## src/rtl/core/motor_reply_frame_decoder_defines.svh

```systemverilog
// Assertion macros for the motor reply frame decoder.
// Included by the top-level decoder file, which checks its own logic; no other dependencies.
`ifndef MOTOR_REPLY_FRAME_DECODER_DEFINES_SVH
`define MOTOR_REPLY_FRAME_DECODER_DEFINES_SVH

`ifndef SYNTHESIS

// The consequent must hold in the same cycle as the antecedent.
`define MRFD_ASSERT_NOW(lbl, ante, cons, msg) \
  lbl: assert property (@(posedge clk_i) disable iff (!rst_ni) (ante) |-> (cons)) \
    else $error(msg);

// The consequent must hold in the cycle after the antecedent.
`define MRFD_ASSERT_NEXT(lbl, ante, cons, msg) \
  lbl: assert property (@(posedge clk_i) disable iff (!rst_ni) (ante) |=> (cons)) \
    else $error(msg);

`else

`define MRFD_ASSERT_NOW(lbl, ante, cons, msg)
`define MRFD_ASSERT_NEXT(lbl, ante, cons, msg)

`endif

`endif

```

## src/rtl/core/mrfd_pkg.sv

```systemverilog
// Types, codes and constants shared by the motor reply frame decoder.
// No dependencies; every module of the decoder imports this package.
package mrfd_pkg;

  // Kind of a decoded reply frame, as reported on the result channel.
  typedef enum logic [2:0] {
    KIND_TORQUE  = 3'd0,
    KIND_ENCODER = 3'd1,
    KIND_STATE   = 3'd2,
    KIND_GAINS   = 3'd3,
    KIND_ANGLE   = 3'd4,
    KIND_UNKNOWN = 3'd5
  } mrfd_kind_e;

  // Configuration register indexes.
  typedef enum logic [2:0] {
    REG_MOTOR_MODEL     = 3'd0,
    REG_REVERSE_DIR     = 3'd1,
    REG_CODE_TORQUE     = 3'd2,
    REG_CODE_ENCODER    = 3'd3,
    REG_CODE_ANGLE      = 3'd4,
    REG_CODE_STATE      = 3'd5,
    REG_CODE_GAIN_READ  = 3'd6,
    REG_CODE_GAIN_WRITE = 3'd7
  } mrfd_reg_e;

  // Motor models; the last code has no torque constant.
  typedef enum logic [1:0] {
    MODEL_LARGE        = 2'd0,
    MODEL_GEARED       = 2'd1,
    MODEL_HIGH_CURRENT = 2'd2,
    MODEL_NONE         = 2'd3
  } mrfd_model_e;

  typedef struct packed {
    mrfd_model_e motor_model;
    logic        reverse_dir;
    logic [7:0]  code_torque;
    logic [7:0]  code_encoder;
    logic [7:0]  code_angle;
    logic [7:0]  code_state;
    logic [7:0]  code_gain_read;
    logic [7:0]  code_gain_write;
  } mrfd_cfg_t;

  // One classified frame travelling from the front part to the back part.
  typedef struct packed {
    mrfd_kind_e         kind;
    logic [63:0]        frame;
    logic signed [26:0] torque;
  } mrfd_entry_t;

  // Reset values of the reply codes.
  localparam logic [7:0] CODE_TORQUE_RST     = 8'd161;
  localparam logic [7:0] CODE_ENCODER_RST    = 8'd144;
  localparam logic [7:0] CODE_ANGLE_RST      = 8'd146;
  localparam logic [7:0] CODE_STATE_RST      = 8'd154;
  localparam logic [7:0] CODE_GAIN_READ_RST  = 8'd48;
  localparam logic [7:0] CODE_GAIN_WRITE_RST = 8'd49;

  // Torque is |current| * K / 25 rounded, with K = 25 * whole + frac.
  // Rounding adds half the divisor before the floor division.
  localparam logic [21:0] ROUND_BIAS  = 22'd12;
  // ceil(2^25 / 25): exact floor division by 25 for dividends below 2^20.
  localparam logic [20:0] RECIP_25    = 21'd1342178;
  localparam int          RECIP_SHIFT = 25;

  // Saturation limits of the multi-turn sum.
  localparam logic signed [47:0] SUM_MAX = {1'b0, {47{1'b1}}};
  localparam logic signed [47:0] SUM_MIN = {1'b1, {47{1'b0}}};

  // Whole multiples of 25 in the torque constant of each model.
  function automatic logic [10:0] torque_whole(input mrfd_model_e model);
    logic [10:0] k;
    case (model)
      MODEL_LARGE:        k = 11'd168;
      MODEL_GEARED:       k = 11'd1520;
      MODEL_HIGH_CURRENT: k = 11'd1151;
      default:            k = 11'd0;
    endcase
    return k;
  endfunction

  // Remainder of the torque constant of each model after division by 25.
  function automatic logic [4:0] torque_frac(input mrfd_model_e model);
    logic [4:0] k;
    case (model)
      MODEL_LARGE:        k = 5'd24;
      MODEL_GEARED:       k = 5'd16;
      MODEL_HIGH_CURRENT: k = 5'd1;
      default:            k = 5'd0;
    endcase
    return k;
  endfunction

endpackage

```

## src/rtl/core/motor_reply_frame_decoder.sv

```systemverilog
// Motor reply frame decoder: decodes 8-byte motor reply frames into held values.
//
// Input channel: in_valid_i, in_stall_o and frame_data_i (byte 0 in bits 7..0).
// A transaction completes at a rising edge with in_valid_i high and in_stall_o low.
// Result channel: out_valid_o, out_stall_i and one port per result field; every
// frame gives exactly one result with its kind and all held values after it.
// Configuration: cfg_we_i writes cfg_data_i into register cfg_index_i; write only
// while no frame is in flight.
// Throughput is one frame per cycle while out_stall_i stays low: a three-stage
// front pipeline holds the torque multiply and the division by 25, the queue
// follows, and the back part updates the angle sum as it takes each frame.
// Reset clears all held values and the in-flight pipeline and loads the default
// reply codes; no clearing pass follows.
// When out_stall_i is high the result holds, the two-entry queue fills, then
// the front pipeline freezes and in_stall_o rises.
// Depends on mrfd_pkg, mrfd_front, mrfd_queue, mrfd_back and the defines header.
`include "motor_reply_frame_decoder_defines.svh"

module motor_reply_frame_decoder import mrfd_pkg::*; #(
  parameter int ENCODER_BITS = 16
) (
  input  logic               clk_i,
  input  logic               rst_ni,
  input  logic               cfg_we_i,
  input  logic [2:0]         cfg_index_i,
  input  logic [7:0]         cfg_data_i,
  input  logic               in_valid_i,
  output logic               in_stall_o,
  input  logic [63:0]        frame_data_i,
  output logic               out_valid_o,
  input  logic               out_stall_i,
  output logic [2:0]         frame_kind_o,
  output logic [7:0]         temperature_o,
  output logic signed [15:0] current_raw_o,
  output logic signed [26:0] torque_value_o,
  output logic signed [15:0] speed_value_o,
  output logic [15:0]        encoder_position_o,
  output logic signed [47:0] angle_sum_o,
  output logic [15:0]        shaft_count_o,
  output logic [15:0]        shaft_offset_o,
  output logic [15:0]        supply_voltage_o,
  output logic [7:0]         error_flags_o,
  output logic [47:0]        pid_gains_o
);

  mrfd_cfg_t   cfg_q;
  logic        q_push, q_full, q_pop, q_empty;
  mrfd_entry_t q_in, q_head;
  mrfd_kind_e  kind;
  logic        pop_other;

  // Configuration registers.
  always_ff @(posedge clk_i or negedge rst_ni) begin
    if (!rst_ni) begin
      cfg_q.motor_model     <= MODEL_LARGE;
      cfg_q.reverse_dir     <= 1'b0;
      cfg_q.code_torque     <= CODE_TORQUE_RST;
      cfg_q.code_encoder    <= CODE_ENCODER_RST;
      cfg_q.code_angle      <= CODE_ANGLE_RST;
      cfg_q.code_state      <= CODE_STATE_RST;
      cfg_q.code_gain_read  <= CODE_GAIN_READ_RST;
      cfg_q.code_gain_write <= CODE_GAIN_WRITE_RST;
    end else if (cfg_we_i) begin
      case (mrfd_reg_e'(cfg_index_i))
        REG_MOTOR_MODEL:     cfg_q.motor_model     <= mrfd_model_e'(cfg_data_i[1:0]);
        REG_REVERSE_DIR:     cfg_q.reverse_dir     <= cfg_data_i[0];
        REG_CODE_TORQUE:     cfg_q.code_torque     <= cfg_data_i;
        REG_CODE_ENCODER:    cfg_q.code_encoder    <= cfg_data_i;
        REG_CODE_ANGLE:      cfg_q.code_angle      <= cfg_data_i;
        REG_CODE_STATE:      cfg_q.code_state      <= cfg_data_i;
        REG_CODE_GAIN_READ:  cfg_q.code_gain_read  <= cfg_data_i;
        REG_CODE_GAIN_WRITE: cfg_q.code_gain_write <= cfg_data_i;
        default: begin
        end
      endcase
    end
  end

  // Front part: classification and torque pipeline.
  mrfd_front u_front (
    .clk_i        (clk_i),
    .rst_ni       (rst_ni),
    .cfg_i        (cfg_q),
    .in_valid_i   (in_valid_i),
    .in_stall_o   (in_stall_o),
    .frame_data_i (frame_data_i),
    .push_o       (q_push),
    .push_entry_o (q_in),
    .q_full_i     (q_full)
  );

  // Queue that decouples the two parts.
  mrfd_queue u_queue (
    .clk_i        (clk_i),
    .rst_ni       (rst_ni),
    .push_i       (q_push),
    .push_entry_i (q_in),
    .full_o       (q_full),
    .pop_i        (q_pop),
    .head_o       (q_head),
    .empty_o      (q_empty)
  );

  // Back part: held values, angle unwrap and result register.
  mrfd_back #(
    .ENCODER_BITS (ENCODER_BITS)
  ) u_back (
    .clk_i              (clk_i),
    .rst_ni             (rst_ni),
    .cfg_i              (cfg_q),
    .q_empty_i          (q_empty),
    .head_i             (q_head),
    .pop_o              (q_pop),
    .out_valid_o        (out_valid_o),
    .out_stall_i        (out_stall_i),
    .frame_kind_o       (kind),
    .temperature_o      (temperature_o),
    .current_raw_o      (current_raw_o),
    .torque_value_o     (torque_value_o),
    .speed_value_o      (speed_value_o),
    .encoder_position_o (encoder_position_o),
    .angle_sum_o        (angle_sum_o),
    .shaft_count_o      (shaft_count_o),
    .shaft_offset_o     (shaft_offset_o),
    .supply_voltage_o   (supply_voltage_o),
    .error_flags_o      (error_flags_o),
    .pid_gains_o        (pid_gains_o)
  );

  assign frame_kind_o = kind;

  // A frame of any kind but torque leaves the angle sum alone.
  assign pop_other = q_pop && (q_head.kind != KIND_TORQUE);

  // Checks on the queue handshake and the angle sum.
  `MRFD_ASSERT_NOW(a_queue_no_overflow, q_push, !q_full, "queue pushed while full")
  `MRFD_ASSERT_NOW(a_queue_no_underflow, q_pop, !q_empty, "queue popped while empty")
  `MRFD_ASSERT_NOW(a_no_pop_when_stalled, out_valid_o && out_stall_i, !q_pop, "pop under stall")
  `MRFD_ASSERT_NEXT(a_sum_torque_only, pop_other, $stable(angle_sum_o), "sum moved on other kind")

endmodule

```

## src/rtl/core/mrfd_front.sv

```systemverilog
// Front part of the motor reply frame decoder: accepts frames, classifies
// them by byte 0 and computes the torque in a three-stage pipeline.
// Depends on mrfd_pkg.
module mrfd_front import mrfd_pkg::*; (
  input  logic        clk_i,
  input  logic        rst_ni,
  input  mrfd_cfg_t   cfg_i,
  input  logic        in_valid_i,
  output logic        in_stall_o,
  input  logic [63:0] frame_data_i,
  output logic        push_o,
  output mrfd_entry_t push_entry_o,
  input  logic        q_full_i
);

  logic        s1_v_q, s2_v_q, s3_v_q;
  logic        s1_v_d, s2_v_d, s3_v_d;
  logic        adv;
  mrfd_kind_e  kind_in;
  mrfd_kind_e  s1_kind_q, s2_kind_q, s3_kind_q;
  logic [63:0] s1_frame_q, s2_frame_q, s3_frame_q;

  logic signed [15:0] cur;
  logic [16:0] mag;
  logic [27:0] pa_full;
  logic [21:0] x_full;
  logic [25:0] s2_pa_q, s3_pa_q;
  logic [19:0] s2_x_q;
  logic        s2_neg_q, s3_neg_q;
  logic [40:0] y_full;
  logic [15:0] s3_q_q;
  logic [25:0] torque_mag;

  // The whole pipeline moves unless the last stage holds a frame the queue cannot take.
  assign adv        = !(s3_v_q && q_full_i);
  assign in_stall_o = !adv;
  assign push_o     = s3_v_q && !q_full_i;

  // Classify by byte 0; the first matching code wins.
  always_comb begin
    if (frame_data_i[7:0] == cfg_i.code_torque) begin
      kind_in = KIND_TORQUE;
    end else if (frame_data_i[7:0] == cfg_i.code_encoder) begin
      kind_in = KIND_ENCODER;
    end else if (frame_data_i[7:0] == cfg_i.code_angle) begin
      kind_in = KIND_ANGLE;
    end else if (frame_data_i[7:0] == cfg_i.code_state) begin
      kind_in = KIND_STATE;
    end else if ((frame_data_i[7:0] == cfg_i.code_gain_read) ||
                 (frame_data_i[7:0] == cfg_i.code_gain_write)) begin
      kind_in = KIND_GAINS;
    end else begin
      kind_in = KIND_UNKNOWN;
    end
  end

  // Stage two: magnitude of the current code times both parts of the constant.
  assign cur     = $signed(s1_frame_q[31:16]);
  assign mag     = cur[15] ? (~{cur[15], cur} + 17'd1) : {1'b0, cur};
  assign pa_full = {11'd0, mag} * {17'd0, torque_whole(cfg_i.motor_model)};
  assign x_full  = ({5'd0, mag} * {17'd0, torque_frac(cfg_i.motor_model)}) + ROUND_BIAS;

  // Stage three: divide the remainder part by 25 through its reciprocal.
  assign y_full = {21'd0, s2_x_q} * {20'd0, RECIP_25};

  // Push: add both parts and restore the sign.
  assign torque_mag = s3_pa_q + {10'd0, s3_q_q};

  always_comb begin
    push_entry_o.kind   = s3_kind_q;
    push_entry_o.frame  = s3_frame_q;
    push_entry_o.torque = s3_neg_q ? $signed(27'd0 - {1'b0, torque_mag})
                                   : $signed({1'b0, torque_mag});
  end

  // Stage valid flags.
  assign s1_v_d = adv ? in_valid_i : s1_v_q;
  assign s2_v_d = adv ? s1_v_q : s2_v_q;
  assign s3_v_d = adv ? s2_v_q : s3_v_q;

  always_ff @(posedge clk_i or negedge rst_ni) begin
    if (!rst_ni) begin
      s1_v_q <= 1'b0;
      s2_v_q <= 1'b0;
      s3_v_q <= 1'b0;
    end else begin
      s1_v_q <= s1_v_d;
      s2_v_q <= s2_v_d;
      s3_v_q <= s3_v_d;
    end
  end

  // Pipeline payload.
  always_ff @(posedge clk_i) begin
    if (adv) begin
      s1_kind_q  <= kind_in;
      s1_frame_q <= frame_data_i;
      s2_kind_q  <= s1_kind_q;
      s2_frame_q <= s1_frame_q;
      s2_pa_q    <= pa_full[25:0];
      s2_x_q     <= x_full[19:0];
      s2_neg_q   <= cur[15];
      s3_kind_q  <= s2_kind_q;
      s3_frame_q <= s2_frame_q;
      s3_pa_q    <= s2_pa_q;
      s3_q_q     <= y_full[40:RECIP_SHIFT];
      s3_neg_q   <= s2_neg_q;
    end
  end

endmodule

```

## src/rtl/core/mrfd_queue.sv

```systemverilog
// Two-entry queue between the front and the back part of the decoder.
// Depends on mrfd_pkg for the entry type.
module mrfd_queue import mrfd_pkg::*; (
  input  logic        clk_i,
  input  logic        rst_ni,
  input  logic        push_i,
  input  mrfd_entry_t push_entry_i,
  output logic        full_o,
  input  logic        pop_i,
  output mrfd_entry_t head_o,
  output logic        empty_o
);

  mrfd_entry_t entries_q [2];
  logic        wr_ptr_q, rd_ptr_q;
  logic [1:0]  count_q, count_d;

  assign full_o  = (count_q == 2'd2);
  assign empty_o = (count_q == 2'd0);
  assign head_o  = entries_q[rd_ptr_q];

  // Occupancy follows the push and pop of each cycle.
  always_comb begin
    count_d = count_q;
    if (push_i && !pop_i) begin
      count_d = count_q + 2'd1;
    end else if (pop_i && !push_i) begin
      count_d = count_q - 2'd1;
    end
  end

  always_ff @(posedge clk_i or negedge rst_ni) begin
    if (!rst_ni) begin
      wr_ptr_q <= 1'b0;
      rd_ptr_q <= 1'b0;
      count_q  <= 2'd0;
    end else begin
      count_q <= count_d;
      if (push_i) begin
        wr_ptr_q <= !wr_ptr_q;
      end
      if (pop_i) begin
        rd_ptr_q <= !rd_ptr_q;
      end
    end
  end

  // Entry storage.
  always_ff @(posedge clk_i) begin
    if (push_i) begin
      entries_q[wr_ptr_q] <= push_entry_i;
    end
  end

endmodule

```

## src/rtl/core/mrfd_back.sv

```systemverilog
// Back part of the decoder: applies each classified frame to the held values,
// unwraps the encoder angle into the multi-turn sum and holds the result.
// Depends on mrfd_pkg.
module mrfd_back import mrfd_pkg::*; #(
  parameter int ENCODER_BITS = 16
) (
  input  logic               clk_i,
  input  logic               rst_ni,
  input  mrfd_cfg_t          cfg_i,
  input  logic               q_empty_i,
  input  mrfd_entry_t        head_i,
  output logic               pop_o,
  output logic               out_valid_o,
  input  logic               out_stall_i,
  output mrfd_kind_e         frame_kind_o,
  output logic [7:0]         temperature_o,
  output logic signed [15:0] current_raw_o,
  output logic signed [26:0] torque_value_o,
  output logic signed [15:0] speed_value_o,
  output logic [15:0]        encoder_position_o,
  output logic signed [47:0] angle_sum_o,
  output logic [15:0]        shaft_count_o,
  output logic [15:0]        shaft_offset_o,
  output logic [15:0]        supply_voltage_o,
  output logic [7:0]         error_flags_o,
  output logic [47:0]        pid_gains_o
);

  localparam int PW = (ENCODER_BITS > 16) ? ENCODER_BITS : 16;
  localparam int DW = ENCODER_BITS + 2;
  localparam logic signed [DW-1:0] TURN_C  = DW'(1) << ENCODER_BITS;
  localparam logic signed [DW-1:0] HALF_C  = DW'(1) << (ENCODER_BITS - 1);
  localparam logic signed [DW-1:0] NHALF_C = -HALF_C;

  logic               out_v_q, out_v_d;
  mrfd_kind_e         kind_q;
  logic [7:0]         temp_q;
  logic signed [15:0] cur_q;
  logic signed [26:0] torque_q;
  logic signed [15:0] speed_q;
  logic [15:0]        pos_q;
  logic signed [47:0] sum_q, sum_d;
  logic [15:0]        enc_raw_q;
  logic [15:0]        offset_q;
  logic [15:0]        volt_q;
  logic [7:0]         err_q;
  logic [47:0]        gains_q;

  logic [15:0]          enc;
  logic [PW-1:0]        enc_ext, last_ext;
  logic [ENCODER_BITS-1:0] now, last;
  logic signed [DW-1:0] d_raw, d_wrap, d_fin;
  logic signed [48:0]   sum_ext;

  // Take the next frame when the result register is free or being taken.
  assign pop_o   = !q_empty_i && (!out_v_q || !out_stall_i);
  assign out_v_d = pop_o || (out_v_q && out_stall_i);

  // Angle increment: position difference wrapped into half a turn.
  assign enc      = head_i.frame[63:48];
  assign enc_ext  = PW'(enc);
  assign last_ext = PW'(pos_q);
  assign now      = enc_ext[ENCODER_BITS-1:0];
  assign last     = last_ext[ENCODER_BITS-1:0];
  assign d_raw    = $signed(DW'(now)) - $signed(DW'(last));

  always_comb begin
    if (d_raw > HALF_C) begin
      d_wrap = d_raw - TURN_C;
    end else if (d_raw < NHALF_C) begin
      d_wrap = d_raw + TURN_C;
    end else begin
      d_wrap = d_raw;
    end
    // Starting from rest adds nothing.
    if ((last == '0) && (sum_q == '0)) begin
      d_wrap = '0;
    end
    d_fin = cfg_i.reverse_dir ? -d_wrap : d_wrap;
  end

  // Saturating accumulation of the multi-turn sum.
  assign sum_ext = $signed({sum_q[47], sum_q}) + $signed({{(49 - DW){d_fin[DW-1]}}, d_fin});

  always_comb begin
    if (sum_ext[48] != sum_ext[47]) begin
      sum_d = sum_ext[48] ? SUM_MIN : SUM_MAX;
    end else begin
      sum_d = sum_ext[47:0];
    end
  end

  always_ff @(posedge clk_i or negedge rst_ni) begin
    if (!rst_ni) begin
      out_v_q   <= 1'b0;
      kind_q    <= KIND_UNKNOWN;
      temp_q    <= '0;
      cur_q     <= '0;
      torque_q  <= '0;
      speed_q   <= '0;
      pos_q     <= '0;
      sum_q     <= '0;
      enc_raw_q <= '0;
      offset_q  <= '0;
      volt_q    <= '0;
      err_q     <= '0;
      gains_q   <= '0;
    end else begin
      out_v_q <= out_v_d;
      if (pop_o) begin
        kind_q <= head_i.kind;
        case (head_i.kind)
          KIND_TORQUE: begin
            temp_q  <= head_i.frame[15:8];
            cur_q   <= $signed(head_i.frame[31:16]);
            speed_q <= $signed(head_i.frame[47:32]);
            pos_q   <= enc;
            sum_q   <= sum_d;
            if (cfg_i.motor_model != MODEL_NONE) begin
              torque_q <= head_i.torque;
            end
          end
          KIND_ENCODER: begin
            enc_raw_q <= head_i.frame[47:32];
            offset_q  <= head_i.frame[63:48];
          end
          KIND_STATE: begin
            temp_q <= head_i.frame[15:8];
            volt_q <= head_i.frame[31:16];
            err_q  <= head_i.frame[63:56];
          end
          KIND_GAINS: begin
            gains_q <= head_i.frame[63:16];
          end
          default: begin
          end
        endcase
      end
    end
  end

  // The held values are the result payload.
  assign out_valid_o        = out_v_q;
  assign frame_kind_o       = kind_q;
  assign temperature_o      = temp_q;
  assign current_raw_o      = cur_q;
  assign torque_value_o     = torque_q;
  assign speed_value_o      = speed_q;
  assign encoder_position_o = pos_q;
  assign angle_sum_o        = sum_q;
  assign shaft_count_o      = enc_raw_q;
  assign shaft_offset_o     = offset_q;
  assign supply_voltage_o   = volt_q;
  assign error_flags_o      = err_q;
  assign pid_gains_o        = gains_q;

endmodule
```

## config.mk

```make
export PLATFORM = sky130hd
export DESIGN_NAME = motor_reply_frame_decoder
export DESIGN_NICKNAME = d
export VERILOG_FILES = /design/src/rtl/core/mrfd_pkg.sv /design/src/rtl/core/motor_reply_frame_decoder.sv /design/src/rtl/core/mrfd_front.sv /design/src/rtl/core/mrfd_queue.sv /design/src/rtl/core/mrfd_back.sv
export VERILOG_INCLUDE_DIRS = /design/src /design/src/rtl/core
export SDC_FILE = /design/constraint.sdc
export NUM_CORES = 2
export LEC_CHECK = 0
export ABC_AREA = 1
export BUFFER_PORTS_ARGS = -buffer_cell sky130_fd_sc_hd__buf_2
export CORE_ASPECT_RATIO = 0.7
export CORE_MARGIN = 10
export CORE_UTILIZATION = 40
export CTS_BUF_LIST = sky130_fd_sc_hd__clkbuf_2
export DETAILED_ROUTE_END_ITERATION = 8
export PLACE_DENSITY_LB_ADDON = 0.2
export SYNTH_ARGS = -nofsm -noshare
export SYNTH_HDL_FRONTEND = slang
export SYNTH_SLANG_ARGS = --single-unit
```

## constraint.sdc

```tcl
create_clock -name clk_i -period 8.5 [get_ports clk_i]
set_input_delay 0.425 -clock clk_i [delete_from_list [all_inputs] [get_ports clk_i]]
set_output_delay 0.425 -clock clk_i [all_outputs]
set_load 0.02 [all_outputs]
```

* Yosys cells after proc, flatten, opt, wreduce, memory -nomap -nowiden
Memory sizes are Yosys's and may differ from the RTL's.
Cells that the tools add are included.
** Cells by class
- Order comparisons :: 2
- Add/subtract/negate cells :: 11
- Equal/unequal tests :: 21
- Mux-type cells :: 18
- Multiply operators :: 3
- Reduce and logical (&&, ||, !) cells :: 42
- Bitwise operators :: 1
** Operators by type and width (count)
- 2-to-1 mux 48 bit :: 2
- 2-to-1 mux 18 bit :: 4
- adder 48 x 18 -> 49 bit :: 1
- == test 8 bit :: 6
- zero test 48 bit :: 1
- multiplier 20 x 20 -> 40 bit, second input constant :: 1
- one-hot mux 11 bit (3 select lines) :: 1
- 2-to-1 mux 27 bit :: 1
- subtractor 1 x 26 -> 27 bit, first input constant :: 1
- adder 26 x 16 -> 26 bit :: 1
- multiplier 17 x 11 -> 26 bit :: 1
- AND reduction 2 bit :: 13
- adder 20 x 4 -> 20 bit, second input constant :: 1
- multiplier 17 x 5 -> 20 bit :: 1
- adder 18 bit, second input constant :: 1
- > comparator 18 x 17 -> 1 bit, second input constant :: 1
- < comparator 18 x 16 -> 1 bit, second input constant :: 1
- negator 18 bit :: 1
- subtractor 18 bit, second input constant :: 1
- adder 17 x 1 -> 17 bit, second input constant :: 1
- 2-to-1 mux 17 bit :: 1
- inverter 17 bit :: 1
- subtractor 16 x 16 -> 17 bit :: 1
- zero test 16 bit :: 1
- 22 further kinds :: 53
** Storage, ports and cells
- Bits of input ports :: 80
- Bits in writable memories :: 188
- Memories :: 1
- Output and inout port bits :: 240
- Register bits :: 588
- Logic and storage cells :: 140
** Memory list
- u_queue.entries_q :: words 2, width 94, rd ports 1, clocked after memory_dff 0, write ports 1, line mrfd_queue.sv:14 : mrfd_entry_t entries_q [2];

* Longest topological paths before layout
An unclocked memory read counts as a cell.
- Word-level depth :: 11
- Depth in mapped cells :: 41
- Gate-level depth less buffers :: 36

* Modules after synthesis
From an unflattened synthesis, not the netlist that was laid out.
** Unflattened totals
- Cells, all modules :: 5251
- Area total of the unflattened synthesis :: 50835.0 um^2
** By module, submodules not included
- mrfd_front :: cells each 2722, times used 1, area each 26973.4 um^2, sequential area each 8723.4 um^2
- mrfd_back :: cells each 1976, times used 1, area each 14621.5 um^2, sequential area each 5983.2 um^2
- mrfd_queue :: cells each 318, times used 1, area each 7200.7 um^2, sequential area each 5745.5 um^2
- motor_reply_frame_decoder :: cells each 235, times used 1, area each 2039.5 um^2, sequential area each 1297.5 um^2

* Worst setup path before layout
Ideal clock, no wire load.
- Path kind :: reg-to-reg
- Start :: register u_queue.count_q[1]
- End :: register u_front.s1_v_q
- Slack :: 2.113 ns
- Data required time :: 8.107 ns
- Path buffers :: 0
- Cell stages (with the launch flop) :: 5
- Period minus slack after synthesis :: 6.387 ns
- Setup time :: 0.393 ns
- Arrival :: 5.994 ns
- Cell sequence :: dfrtp_1 -> inv_1 -> nor3_1 -> inv_1 -> o21ai_0
** Between the ends
- Word-level cells in the longest chain between the ends :: 2
** Ends and longest elaborated chain
- start: declaration :: line mrfd_queue.sv:16 : logic [1:0] count_q, count_d;
- start signal: assignment :: line mrfd_queue.sv:38 : count_q <= count_d;
- == test 2 bit :: line mrfd_queue.sv:18 : assign full_o = (count_q == 2'd2);
- logical AND 1 bit :: line mrfd_front.sv:35 : assign adv = !(s3_v_q && q_full_i);
- named net in_stall_o :: line motor_reply_frame_decoder.sv:28 : output logic in_stall_o,
- end signal: assignment :: line mrfd_front.sv:87 : s1_v_q <= s1_v_d;
- end: declaration :: line mrfd_front.sv:16 : logic s1_v_q, s2_v_q, s3_v_q;
The timed path passes the listed nets, and every way through them passes these cells.
A chain may end at the register's enable or synchronous reset.

* Final worst setup path
- Start :: register u_front.s1_frame_q[16]
- End :: register u_front.s2_pa_q[21], data pin
** Between the ends
- Word-level cells in the longest chain between the ends :: 4
** Ends and longest elaborated chain
- start: declaration :: line mrfd_front.sv:21 : logic [63:0] s1_frame_q, s2_frame_q, s3_frame_q;
- start signal: assignment :: line mrfd_front.sv:97 : s1_frame_q <= frame_data_i;
- inverter 17 bit :: line mrfd_front.sv:59 : assign mag = cur[15] ? (~{cur[15], cur} + 17'd1) : {1'b0, cur};
- adder 17 x 1 -> 17 bit :: line mrfd_front.sv:59
- 2-to-1 mux 17 bit * :: line mrfd_front.sv:59
- multiplier 17 x 11 -> 26 bit * :: line mrfd_front.sv:60 : assign pa_full = {11'd0, mag} * {17'd0, torque_whole(cfg_i.motor_model)};
- named net u_front.pa_full[21] :: line mrfd_front.sv:25 : logic [27:0] pa_full;
- end signal: assignment :: line mrfd_front.sv:100 : s2_pa_q <= pa_full[25:0];
- end: declaration :: line mrfd_front.sv:27 : logic [25:0] s2_pa_q, s3_pa_q;
Mark *: on every way through the listed nets, which the timed path passes. The rest lies on a longest branch.

==> results.yml <==
worst_setup_path:
  crit_buf_inv: 6
  cp_common_cell: "inv_1"
  critPathLaunch: "u_front.s1_frame_q[16]$_DFFE_PN_"
  max_stage_delay_ps: 540
  rr_worst_depth: 26
  r2r_slack_ps: 1050
  worstSetupStartpointType: "flip-flop"
  cp_max_fo: 7
  critical_path.top_delay_family: "adder cells"
  worstPathArrival_ps: 8570
  crit_path_end_kind: "flip-flop"
  reg2reg_from: "u_front.s1_frame_q[16]$_DFFE_PN_"
  critical_path_class: "flip-flop to flip-flop"
  worstPathRequired_ps: 9620
  endpoint: "u_front.s2_pa_q[21]$_DFFE_PN_"
  r2r_end: "u_front.s2_pa_q[21]$_DFFE_PN_"
  worst_path_max_delay_cell: "fa_1"
  path_depth: 26
timing:
  slew_headroom_pct: 18.7
  worst_clock_skew_ps: 124
  fmax_mhz: 134
  finalSetupTns_ps: 0
  setup_viol: 0
  hold_ws_ps: 243
  period_share_pct: 87.6
  fin_crit_ps: 7450
  finalHoldViolCount: 0
  slew_violations: 0
  rsz0062_at_grt: "no"
  worstMarginPinSlew_ps: 1210
placed_design:
  port_buffers: 319
  dp_cells: 6952
  hpwl_um: 117000
  gp_congestion: 0.930
floorplanning:
  coreArea_um2: 120000
  dieArea_um2: 135000
  die_y_um: 311
  ioPinCount: 320
  row_count: 106
  start_util_pct: 40.4
  die_w_um: 436
logic_synthesis:
  yosys.area_share.simple_pct: 16.5
  synth_top_area_share_pct: 27.1
  synth.largest_area_cell: "edfxtp_1"
  async_flop_share_pct: 40.5
  ys.flop_type: "edfxtp_1"
  syn_area_per_cell_um2: 9.51
  yosys_warnings: 0
  yosysMostFrequentCell: "nand2_1"
  synth_top_family_by_area: "adder cells"
  netlist_area_um2: 48300
  synth-edff-count: 436
  synthAdderAreaFrac_pct: 22.7
  synth_cell_types: 59
  synth_common_cells: "nand2_1 (993), inv_1 (733), nor2_1 (629)"
  ys_ff_latch: 733
  netlist_instances: 5081
  synth_compound_area_share_pct: 8.32
  synth_area_leaders: "edfxtp_1 (27%), dfrtp_1 (14%), fa_1 (12%)"
  synthXorXnorAreaFrac_pct: 3.12
  muxShareOfSynthArea_pct: 0.0414
  ys_seq_area_share_pct: 42.5
clock_network:
  clock-sinks: 733
  worst_skew_pair.late_latency_ps: 1490
  htree_levels: 4
  cts_buffer_depth: 3
  clkTransAtPathRegs_ps: 120
  cts_tree: "done"
  cts_root_buf: "clkbuf_2"
  cts_inserted_buffers: 177
  cts_setup_buffers: 0
  ctsResizeCount: 0
drt:
  drc: 0
  drtIter0Drc: 3269
  route.vias.total: 37700
  ant_nets: 0
  routed_wl_um: 150000
  routedWlPerCell_um: 20.1
  dr.pass1.iters: 6
  viasPerCell: 5.04
grt:
  track_usage_pct: 21.8
  grt_max_degree: 160
  grt_pass1_wl_um: 230000
  grt_antenna_before_repair: 10
  grt-ovfl-total: 0
  grt_pass1_vias: 36800
final_layout:
  drive_gt1_share_pct: 13.1
  area_delta_synth_final_pct: 14.7
  nNetsFinal: 6489
  instances_no_fill: 7476
  fillCellCount: 11600
run_status:
  outcome: "finished clean"
flow_run:
  max-cap-violations: 0
hold_path:
  hp-class: "input pin to flip-flop"
[sequential cells by signal, indices dropped and copies added (netlist names), 8 cells and up]
signal                     cells
u_front.s2_frame_q            56
u_back.shaft_count_o          16
u_front.s1_frame_q            56
u_back.angle_sum_o            48
u_front.s2_pa_q               25
u_front.s3_frame_q            56
u_back.torque_value_o         27
u_front.s3_q_q                16
u_back.current_raw_o          16
cfg_q                         51
u_back.pid_gains_o            48
u_back.speed_value_o          16
u_back.shaft_offset_o         16
u_front.s3_pa_q               26
u_queue.entries_q            172
u_front.s2_x_q                20
u_back.encoder_position_o     16
u_back.temperature_o           8
u_back.error_flags_o           8
u_back.supply_voltage_o       16
[routing by layer]
metal  wire (µm)  GRT usage (%)
met1       75400           33.8
met4        3490           6.26
met3       12000           5.54
met2       59000           29.4
met5          65              0
[repair_timing]
| item | 4_1_cts | 5_1_grt |
|---|---|---|
| endpoints found under the hold margin | 432 | 0 |
| endpoints found under the setup margin | 0 | 0 |
| hold buffers | 188 | 0 |
[through the flow]
| stage | util, % | setup slack [ps] | cell area, µm² |
|---|---|---|---|
| 2_1_floorplan | - | 2110 | 48400 |
| 3_3_place_gp | 43.3 | 1300 | 51800 |
| 3_5_place_dp | 43.3 | 1260 | 51800 |
| 4_1_cts | 46.3 | 1180 | 55400 |
| 5_1_grt | 46.3 | 547 | 55500 |
| 6_report | 46.3 | 1050 | 55500 |
[kinds of logic (layout without fill, tap and decap cells)]
family | after synthesis | in the layout
AOI/OAI and AO/OA | 662 | 662
xor gates and xnor gates | 172 | 172
adders and majority gates | 710 | 710
buffers and inverters | 847 | 1607
DFF | 733 | 733
muxes | 2 | 2
other | 2 | 17
and+or+nand+nor | 1953 | 1953
[worst register-to-register path, stage by stage (launching register included)]
cell	delay, ps
edfxtp_1	530
inv_1	220
ha_1	170
inv_1	50
nor3_1	290
nand3_1	170
inv_1	120
nand2_1	70
o21ai_0	250
o21ai_0	170
xor2_1	180
inv_1	220
nor2_1	110
fa_1	510
inv_1	60
fa_1	530
fa_1	440
fa_1	540
inv_1	60
fa_1	470
ha_1	390
nand2_1	140
nor2_1	170
nand3_1	80
o21ai_0	420
a21oi_1	250
xnor2_1	530
[cell type report]
type	count	area, µm²	share of cell area (%)
flip-flops and latches	733	20600	37.1
diodes	7	17.5	0.0316
multi-input cells	3509	24600	44.3
inverters	740	2790	5.03
repair buffers	538	3780	6.81
well taps	1620	2030	3.65
clock inverters	60	384	0.693
clock buffers	269	1350	2.43
[worst min-delay path by stage]
stage / startpoint / to / slack [ps] / cells after the start
6_report: frame_data_i[27] / u_front.s1_frame_q[27]$_DFFE_PN_ / 240 / 3
5_1_grt: frame_data_i[18] / u_front.s1_frame_q[18]$_DFFE_PN_ / 70 / 3
4_1_cts: cfg_index_i[1] / cfg_q[37]$_DFFE_PN0P_ / 3 / 5
3_5_place_dp: u_front.s1_frame_q[34]$_DFFE_PN_ / u_front.s2_frame_q[34]$_DFFE_PN_ / 400 / 0
3_3_place_gp: u_front.s1_frame_q[35]$_DFFE_PN_ / u_front.s2_frame_q[35]$_DFFE_PN_ / 400 / 0
2_1_floorplan: rst_ni / cfg_q[10]$_DFFE_PN0P_ / 130 / 0
[layout by cell type (no fill, tap or decap), types with 10 or more instances in the layout]
cell	synthesis	layout
a21o_1	16	16
a21oi_1	191	191
a21oi_2	29	28
a31oi_1	142	142
buf_2	23	318
buf_4	2	28
clkbuf_2	0	269
clkinv_1	0	38
conb_1	2	10
dfrtp_1	278	277
dfstp_2	19	19
dlygate4sd3_1	0	187
edfxtp_1	436	436
fa_1	278	278
ha_1	432	431
inv_1	733	732
inv_2	7	10
nand2_1	993	993
nand2_2	18	18
nand3_1	165	165
nand3b_1	11	11
nand4_1	57	57
nor2_1	629	625
nor2_2	12	11
nor3_1	34	34
o21ai_0	179	179
o21bai_1	26	26
o41ai_1	23	23
xnor2_1	68	68
xor2_1	104	104
Power is left out: the tool's default activity adds up to more than one toggle a clock period on the data nets, which glitch-free logic cannot reach.
